==> src/mm3_pkg.sv <==
`timescale 1ns / 1ps

package mm3_pkg;

	localparam int unsigned WORD_W  = 32;
	localparam int unsigned COUNT_W = 30;

	localparam logic [WORD_W-1:0] C1_MUL  = 32'hCC9E2D51;
	localparam logic [WORD_W-1:0] C2_MUL  = 32'h1B873593;
	localparam logic [WORD_W-1:0] MIX_ADD = 32'hE6546B64;
	localparam logic [WORD_W-1:0] FMIX_M1 = 32'h85EBCA6B;
	localparam logic [WORD_W-1:0] FMIX_M2 = 32'hC2B2AE35;

	localparam int unsigned ROT_K = 15;
	localparam int unsigned ROT_H = 13;

	typedef enum logic [2:0] {
		ST_IDLE,
		ST_MUL2,
		ST_MIX,
		ST_FIN1,
		ST_FIN2
	} mm3_state_t;

	// controller -> datapath
	typedef struct packed {
		logic load;   // take input beat, first scramble multiply
		logic mul2;   // rotate and second scramble multiply
		logic mix;    // fold into running hash, bump count
		logic fin1;   // length fold and first fmix multiply, reload seed
		logic fin2;   // second fmix multiply into output register
	} mm3_cmd_t;

	// datapath -> controller
	typedef struct packed {
		logic last;
	} mm3_status_t;

	// mod 2^32 product
	function automatic logic [WORD_W-1:0] mul32(input logic [WORD_W-1:0] a,
		input logic [WORD_W-1:0] b);
		logic [2*WORD_W-1:0] p;
		p = a * b;
		return p[WORD_W-1:0];
	endfunction

endpackage

==> src/mm3_ctrl.sv <==
`timescale 1ns / 1ps

module mm3_ctrl import mm3_pkg::*; (
	input  logic        clk,
	input  logic        arst_n,
	input  logic        in_valid,
	output logic        in_stall,
	output logic        out_valid,
	input  logic        out_stall,
	input  mm3_status_t status,
	output mm3_cmd_t    cmd
);

	mm3_state_t state_q, state_d;
	logic       out_valid_q;
	logic       out_free;

	assign out_free = !out_valid_q || !out_stall;

	always_comb begin
		state_d = state_q;
		unique case (state_q)
			ST_IDLE: if (in_valid) state_d = ST_MUL2;
			ST_MUL2: state_d = ST_MIX;
			ST_MIX:  state_d = status.last ? ST_FIN1 : ST_IDLE;
			ST_FIN1: state_d = ST_FIN2;
			ST_FIN2: if (out_free) state_d = ST_IDLE;
			default: state_d = ST_IDLE;
		endcase
	end

	always_comb begin
		cmd      = '0;
		in_stall = 1'b1;
		unique case (state_q)
			ST_IDLE: begin
				in_stall = 1'b0;
				cmd.load = in_valid;
			end
			ST_MUL2: cmd.mul2 = 1'b1;
			ST_MIX:  cmd.mix  = 1'b1;
			ST_FIN1: cmd.fin1 = 1'b1;
			ST_FIN2: cmd.fin2 = out_free;
			default: in_stall = 1'b1;
		endcase
	end

	always_ff @(posedge clk or negedge arst_n) begin
		if (!arst_n) begin
			state_q     <= ST_IDLE;
			out_valid_q <= 1'b0;
		end else begin
			state_q <= state_d;
			if (cmd.fin2)
				out_valid_q <= 1'b1;
			else if (!out_stall)
				out_valid_q <= 1'b0;
		end
	end

	assign out_valid = out_valid_q;

endmodule

==> src/mm3_datapath.sv <==
`timescale 1ns / 1ps

module mm3_datapath import mm3_pkg::*; (
	input  logic              clk,
	input  logic              arst_n,
	input  mm3_cmd_t          cmd,
	output mm3_status_t       status,
	input  logic [WORD_W-1:0] data_word,
	input  logic              last_word,
	input  logic              cfg_wr_en,
	input  logic [WORD_W-1:0] cfg_wr_data,
	output logic [WORD_W-1:0] hash_value
);

	logic [WORD_W-1:0]  seed_q;
	logic [WORD_W-1:0]  hash_q;
	logic [COUNT_W-1:0] count_q;
	logic               last_q;
	logic [WORD_W-1:0]  k_q;
	logic [WORD_W-1:0]  f_q;
	logic [WORD_W-1:0]  hash_value_q;

	logic [WORD_W-1:0]  k_rot, h_x, h_rot, h_mix;
	logic [WORD_W-1:0]  f_in, f_mid, f_out;

	assign k_rot = (k_q << ROT_K) | (k_q >> (WORD_W - ROT_K));
	assign h_x   = hash_q ^ k_q;
	assign h_rot = (h_x << ROT_H) | (h_x >> (WORD_W - ROT_H));
	assign h_mix = (h_rot << 2) + h_rot + MIX_ADD;

	// length fold uses the already incremented count
	always_comb begin
		f_in  = hash_q ^ {count_q, 2'b00};
		f_in  = f_in ^ (f_in >> 16);
		f_mid = f_q ^ (f_q >> 13);
		f_out = mul32(f_mid, FMIX_M2);
		f_out = f_out ^ (f_out >> 16);
	end

	always_ff @(posedge clk or negedge arst_n) begin
		if (!arst_n) begin
			seed_q  <= '0;
			hash_q  <= '0;
			count_q <= '0;
		end else begin
			if (cfg_wr_en)
				seed_q <= cfg_wr_data;
			if (cmd.mix) begin
				hash_q  <= h_mix;
				count_q <= count_q + COUNT_W'(1);
			end else if (cmd.fin1) begin
				hash_q  <= seed_q;
				count_q <= '0;
			end
		end
	end

	always_ff @(posedge clk) begin
		if (cmd.load) begin
			k_q    <= mul32(data_word, C1_MUL);
			last_q <= last_word;
		end else if (cmd.mul2) begin
			k_q <= mul32(k_rot, C2_MUL);
		end
		if (cmd.fin1)
			f_q <= mul32(f_in, FMIX_M1);
		if (cmd.fin2)
			hash_value_q <= f_out;
	end

	assign status.last = last_q;
	assign hash_value  = hash_value_q;

endmodule

==> src/murmur3_32_stream_hash_core.sv <==
`timescale 1ns / 1ps

// MurmurHash3 x86_32 over a stream of 32-bit words.
// Input channel: in_valid / in_stall with data_word and last_word. A beat
// is taken when in_valid is high and in_stall low. One word at a time is
// in flight; each word runs a scramble multiply, a second scramble
// multiply and a hash mix in turn, ordered by the chain of dependent 32x32
// multiplies through one controller/datapath pair.
// A beat with last_word high closes the message: the FIN1 and FIN2 states
// then run the fmix32 finalizer, so the hash appears on out_valid /
// hash_value when FIN2 completes; input is free again in that same cycle.
// Output channel: out_valid / out_stall. The result sits in an output
// register; the next message can be streamed in while it waits. If the
// receiver is still stalling when a new hash is done, the core holds in
// its last finalizer step (input stalled) until the register frees up.
// cfg_wr_en / cfg_wr_data write the seed; the seed is loaded into the
// running hash when a message finishes, so write it between messages.
// Reset (arst_n low, async): seed, running hash and count clear to zero,
// no result is pending and the core is ready for a beat.

module murmur3_32_stream_hash_core import mm3_pkg::*; (
	input  logic              clk,
	input  logic              arst_n,
	input  logic              in_valid,
	output logic              in_stall,
	input  logic [WORD_W-1:0] data_word,
	input  logic              last_word,
	output logic              out_valid,
	input  logic              out_stall,
	output logic [WORD_W-1:0] hash_value,
	input  logic              cfg_wr_en,
	input  logic [WORD_W-1:0] cfg_wr_data
);

	mm3_cmd_t    cmd;
	mm3_status_t status;

	// sequencing: IDLE -> MUL2 -> MIX [-> FIN1 -> FIN2]
	mm3_ctrl u_ctrl (
		.clk       (clk),
		.arst_n    (arst_n),
		.in_valid  (in_valid),
		.in_stall  (in_stall),
		.out_valid (out_valid),
		.out_stall (out_stall),
		.status    (status),
		.cmd       (cmd)
	);

	// multiplier chain, running hash, word count, seed and output register
	mm3_datapath u_datapath (
		.clk         (clk),
		.arst_n      (arst_n),
		.cmd         (cmd),
		.status      (status),
		.data_word   (data_word),
		.last_word   (last_word),
		.cfg_wr_en   (cfg_wr_en),
		.cfg_wr_data (cfg_wr_data),
		.hash_value  (hash_value)
	);

endmodule

==> config.mk <==
export PLATFORM = sky130hd
export DESIGN_NAME = murmur3_32_stream_hash_core
export DESIGN_NICKNAME = d
export VERILOG_FILES = /design/src/mm3_pkg.sv /design/src/mm3_ctrl.sv /design/src/mm3_datapath.sv /design/src/murmur3_32_stream_hash_core.sv
export SDC_FILE = /design/constraint.sdc
export NUM_CORES = 2
export LEC_CHECK = 0
export BUFFER_PORTS_ARGS = -buffer_cell sky130_fd_sc_hd__buf_2
export CAP_MARGIN = 20
export CORE_MARGIN = 2
export CORE_UTILIZATION = 45
export DETAILED_ROUTE_END_ITERATION = 10
export PLACE_DENSITY = 0.66
export SYNTH_ARGS = -nofsm -noshare
export SYNTH_HDL_FRONTEND = slang
export SYNTH_SLANG_ARGS = --single-unit
==> constraint.sdc <==
create_clock -name clk -period 15.1 [get_ports clk]
set_clock_uncertainty 0.2 [all_clocks]
set_input_delay 2.265 -clock clk [delete_from_list [all_inputs] [get_ports clk]]
set_output_delay 2.265 -clock clk [all_outputs]
set_load 0.03 [all_outputs]
==> impl_metrics.toml <==
[outcome]
status = "completed"

[clock_network]
cts_made_buffers = 17
worstSkewPairLatency_ns = 0.52
clockBufferDepth = 2
cts_root_buf = "clkbuf_16"
cts.repair.resized = 0
post_cts_buffers = 0
cts_tree = "yes"
clk_pin_slew_ns = 0.09
clock-sinks = 195
cts-hold-fix-buffers = 0
htreeDepth = 4

[synth]
syn-cell-area_sq_um = 44100
synth_top_family_by_area = "adder cells"
yosysSeqAreaShare = 0.122
synth-edff-count = 97
syn_nets = 6027
synth_ff_type = "dfrtp_1"
synth-simple-area-share = 0.0460
async_reset_ff_frac = 0.503
synth_mux_area_frac = 0.0104
postSynthAreaPerCell_sq_um = 9.98
synth_xor_area_frac = 0.0790
synth_seq_cells = 195
synthCells = 4421
synthAdderAreaFrac = 0.559
synth_compound_area_frac = 0.0678
ys_warn_count = 0
synth_cell_types = 78

[final_layout]
area_delta_synth_final_pct = 6.50
layout-drive-gt1-share = 0.0526
antennaDiodeCount = 0
nets = 6139

[setup_path]
reg2reg_slack_ns = 6.71
crit_required_ns = 15.17
reg2reg_from = "u_datapath.f_q[19]$_DFFE_PN_"
crit_start = "data_word[9]"
endpoint = "u_datapath.k_q[29]$_DFFE_PP_"
arrival_ns = 8.51
critical_path_class = "primary input to flip-flop"
path_max_fanout = 8
rr_worst_depth = 24
end_kind = "flip-flop"
start_kind = "primary input"
rr_endpoint = "u_datapath.hash_value[14]$_DFFE_PP_"

[worst_hold_path]
hold_path_class = "flip-flop to flip-flop"

[routing]
drt.antenna.violating_nets = 0
via_per_inst = 5.08
routed_wl_microns = 117000
drtPass1Iterations = 5
dr_total_vias = 29600
drc = 0
drt-initial-drc-count = 1665
wl_per_cell_microns = 20.0

[place]
dp_hpwl_microns = 102000
io_buffers = 103
gp_congestion = 0.981

[die]
die_w_microns = 317
num_io_pins = 104
core_sq_um = 96900
dieArea_sq_um = 101000
initial_core_util = 0.455
rows = 114
die_h_microns = 317

[global_route]
grt_max_degree = 68
grt_overflow = 0
grt_pass1_vias = 30800
antenna_found_initial = 1
grt_usage = 0.241
grt_pass1_wl_microns = 181000

[timing]
worst_slew_pin_slew_ns = 1.14
maxSlewViolCount = 0
hold_viol = 0
final.setup.tns_ns = 0
finalCritPeriodShare = 0.559
fmax_mhz = 119
fin_crit_ns = 8.44
setup_violations = 0
max_slew_margin = 0.237
rsz0062_at_grt = "false"

[flow_run]
maxCapViolCount = 0
[state kept, by name, summed over array words and instances, names as in the netlist]
register	cells
u_ctrl.out_valid	1
u_ctrl.state_q	3
u_datapath.count_q	30
u_datapath.f_q	32
u_datapath.hash_q	32
u_datapath.hash_value	32
u_datapath.k_q	32
u_datapath.seed_q	32
u_datapath.status	1
[Yosys cell counts, types with 8 or more instances]
master    instances  area [sq um]
or3_1            10          62.6
xor2_1          133          1160
dfrtp_1          98          2450
o211ai_1         14           105
o21bai_1         18           135
clkbuf_1         33           124
and2_1            8          50.1
o21a_1           24           180
a21oi_1         126           631
nor2_1          123           462
nand2_1         140           526
inv_1          1317          4940
nor3_1           24           120
edfxtp_1         97          2910
and3_1           20           125
or2_2             8          50.1
nand2b_1         21           131
mux2_2           32           360
nand3_1          24           120
a21o_1           44           330
a31oi_1          20           125
nor2b_1           9          56.3
mux2i_1          10           100
a211oi_1         20           150
fa_1            725         14500
xnor2_1         261          2290
o21ai_0         104           521
nand4_1          17           106
o21ai_1          20           100
ha_1            811         10100
[per-stage QoR]
step	util	cells	cell area [sq um]	hold slack (ns)	setup WS [ns]
5_1_grt	0.485	5822	47000	0.346	6.31
3_5_place_dp	0.478	5785	46300	0.299	6.18
3_3_place_gp	0.478	5784	46300	0.284	6.31
2_1_floorplan	-	4421	44100	0.272	6.82
4_1_cts	0.484	5817	46900	0.322	6.55
6_report	0.485	5822	47000	0.320	6.66
[cells by family after synthesis]
group,count (synthesis)
multiplexers,42
AO/OA/AOI/OAI,464
AND/OR/NAND/NOR,428
adder cells (fa/ha/maj),1536
XOR/XNOR,396
flip-flops,195
buffers and inverters,1360
[worst min path at each step]
stage,startpoint,endpoint,slack [ns],cells after the start
after floorplan,u_datapath.seed_q[1]$_DFFE_PN0P_,u_datapath.seed_q[1]$_DFFE_PN0P_,0.27,1
after global placement,u_datapath.seed_q[22]$_DFFE_PN0P_,u_datapath.seed_q[22]$_DFFE_PN0P_,0.28,1
after detailed placement,u_datapath.seed_q[22]$_DFFE_PN0P_,u_datapath.seed_q[22]$_DFFE_PN0P_,0.30,1
after CTS,u_datapath.seed_q[22]$_DFFE_PN0P_,u_datapath.seed_q[22]$_DFFE_PN0P_,0.32,1
after global routing,u_datapath.seed_q[22]$_DFFE_PN0P_,u_datapath.seed_q[22]$_DFFE_PN0P_,0.35,1
final,u_datapath.seed_q[12]$_DFFE_PN0P_,u_datapath.seed_q[12]$_DFFE_PN0P_,0.32,1
[metal layers]
metal  vias up  track usage  wire length [microns]
met4         0       0.0812                   4120
li1      14000            -                      -
met3       172       0.0508                   8240
met1     14600        0.342                  53100
met5         -            0                      0
met2       805        0.367                  51300
[layout by cell type (no fill, tap or decap), types with 23 or more instances in the layout]
| cell | netlist | routed |
|---|---|---|
| nand3_1 | 24 | 24 |
| dfrtp_1 | 98 | 97 |
| xor2_1 | 133 | 133 |
| buf_2 | 1 | 102 |
| inv_1 | 1317 | 1317 |
| buf_4 | 2 | 32 |
| a21oi_1 | 126 | 125 |
| xnor2_1 | 261 | 261 |
| o21ai_0 | 104 | 104 |
| nand2_1 | 140 | 140 |
| mux2_2 | 32 | 32 |
| nor2_1 | 123 | 123 |
| nor3_1 | 24 | 23 |
| o21a_1 | 24 | 24 |
| fa_1 | 725 | 725 |
| a21o_1 | 44 | 44 |
| ha_1 | 811 | 811 |
| edfxtp_1 | 97 | 97 |
[area by class of cell]
type                            instances  area, sq um
Inverter                             1318         4950
Multi-Input combinational cell       2866        33600
Sequential cell                       195         5370
Timing Repair Buffer                  135          771
Fill cell                            9046        49900
Clock inverter                         14          191
Tap cell                             1276         1600
Clock buffer                           18          450
[worst max-delay path, stage by stage]
cell       delay [ns]
buf_2            0.24
inv_1            0.14
ha_1             0.30
inv_1            0.10
fa_1             0.41
fa_1             0.50
inv_1            0.06
fa_1             0.39
fa_1             0.55
inv_1            0.06
fa_1             0.54
fa_1             0.42
ha_1             0.28
ha_1             0.34
and3_1           0.26
a31oi_1          0.17
nand2_1          0.12
a2111oi_2        0.32
nor3_1           0.17
a2111oi_4        0.44
xor2_1           0.18
nor2_1           0.06
a31o_1           0.20
Power is not shown: default switching activity piles up to over one toggle a cycle in this logic, so the estimate is an artifact.
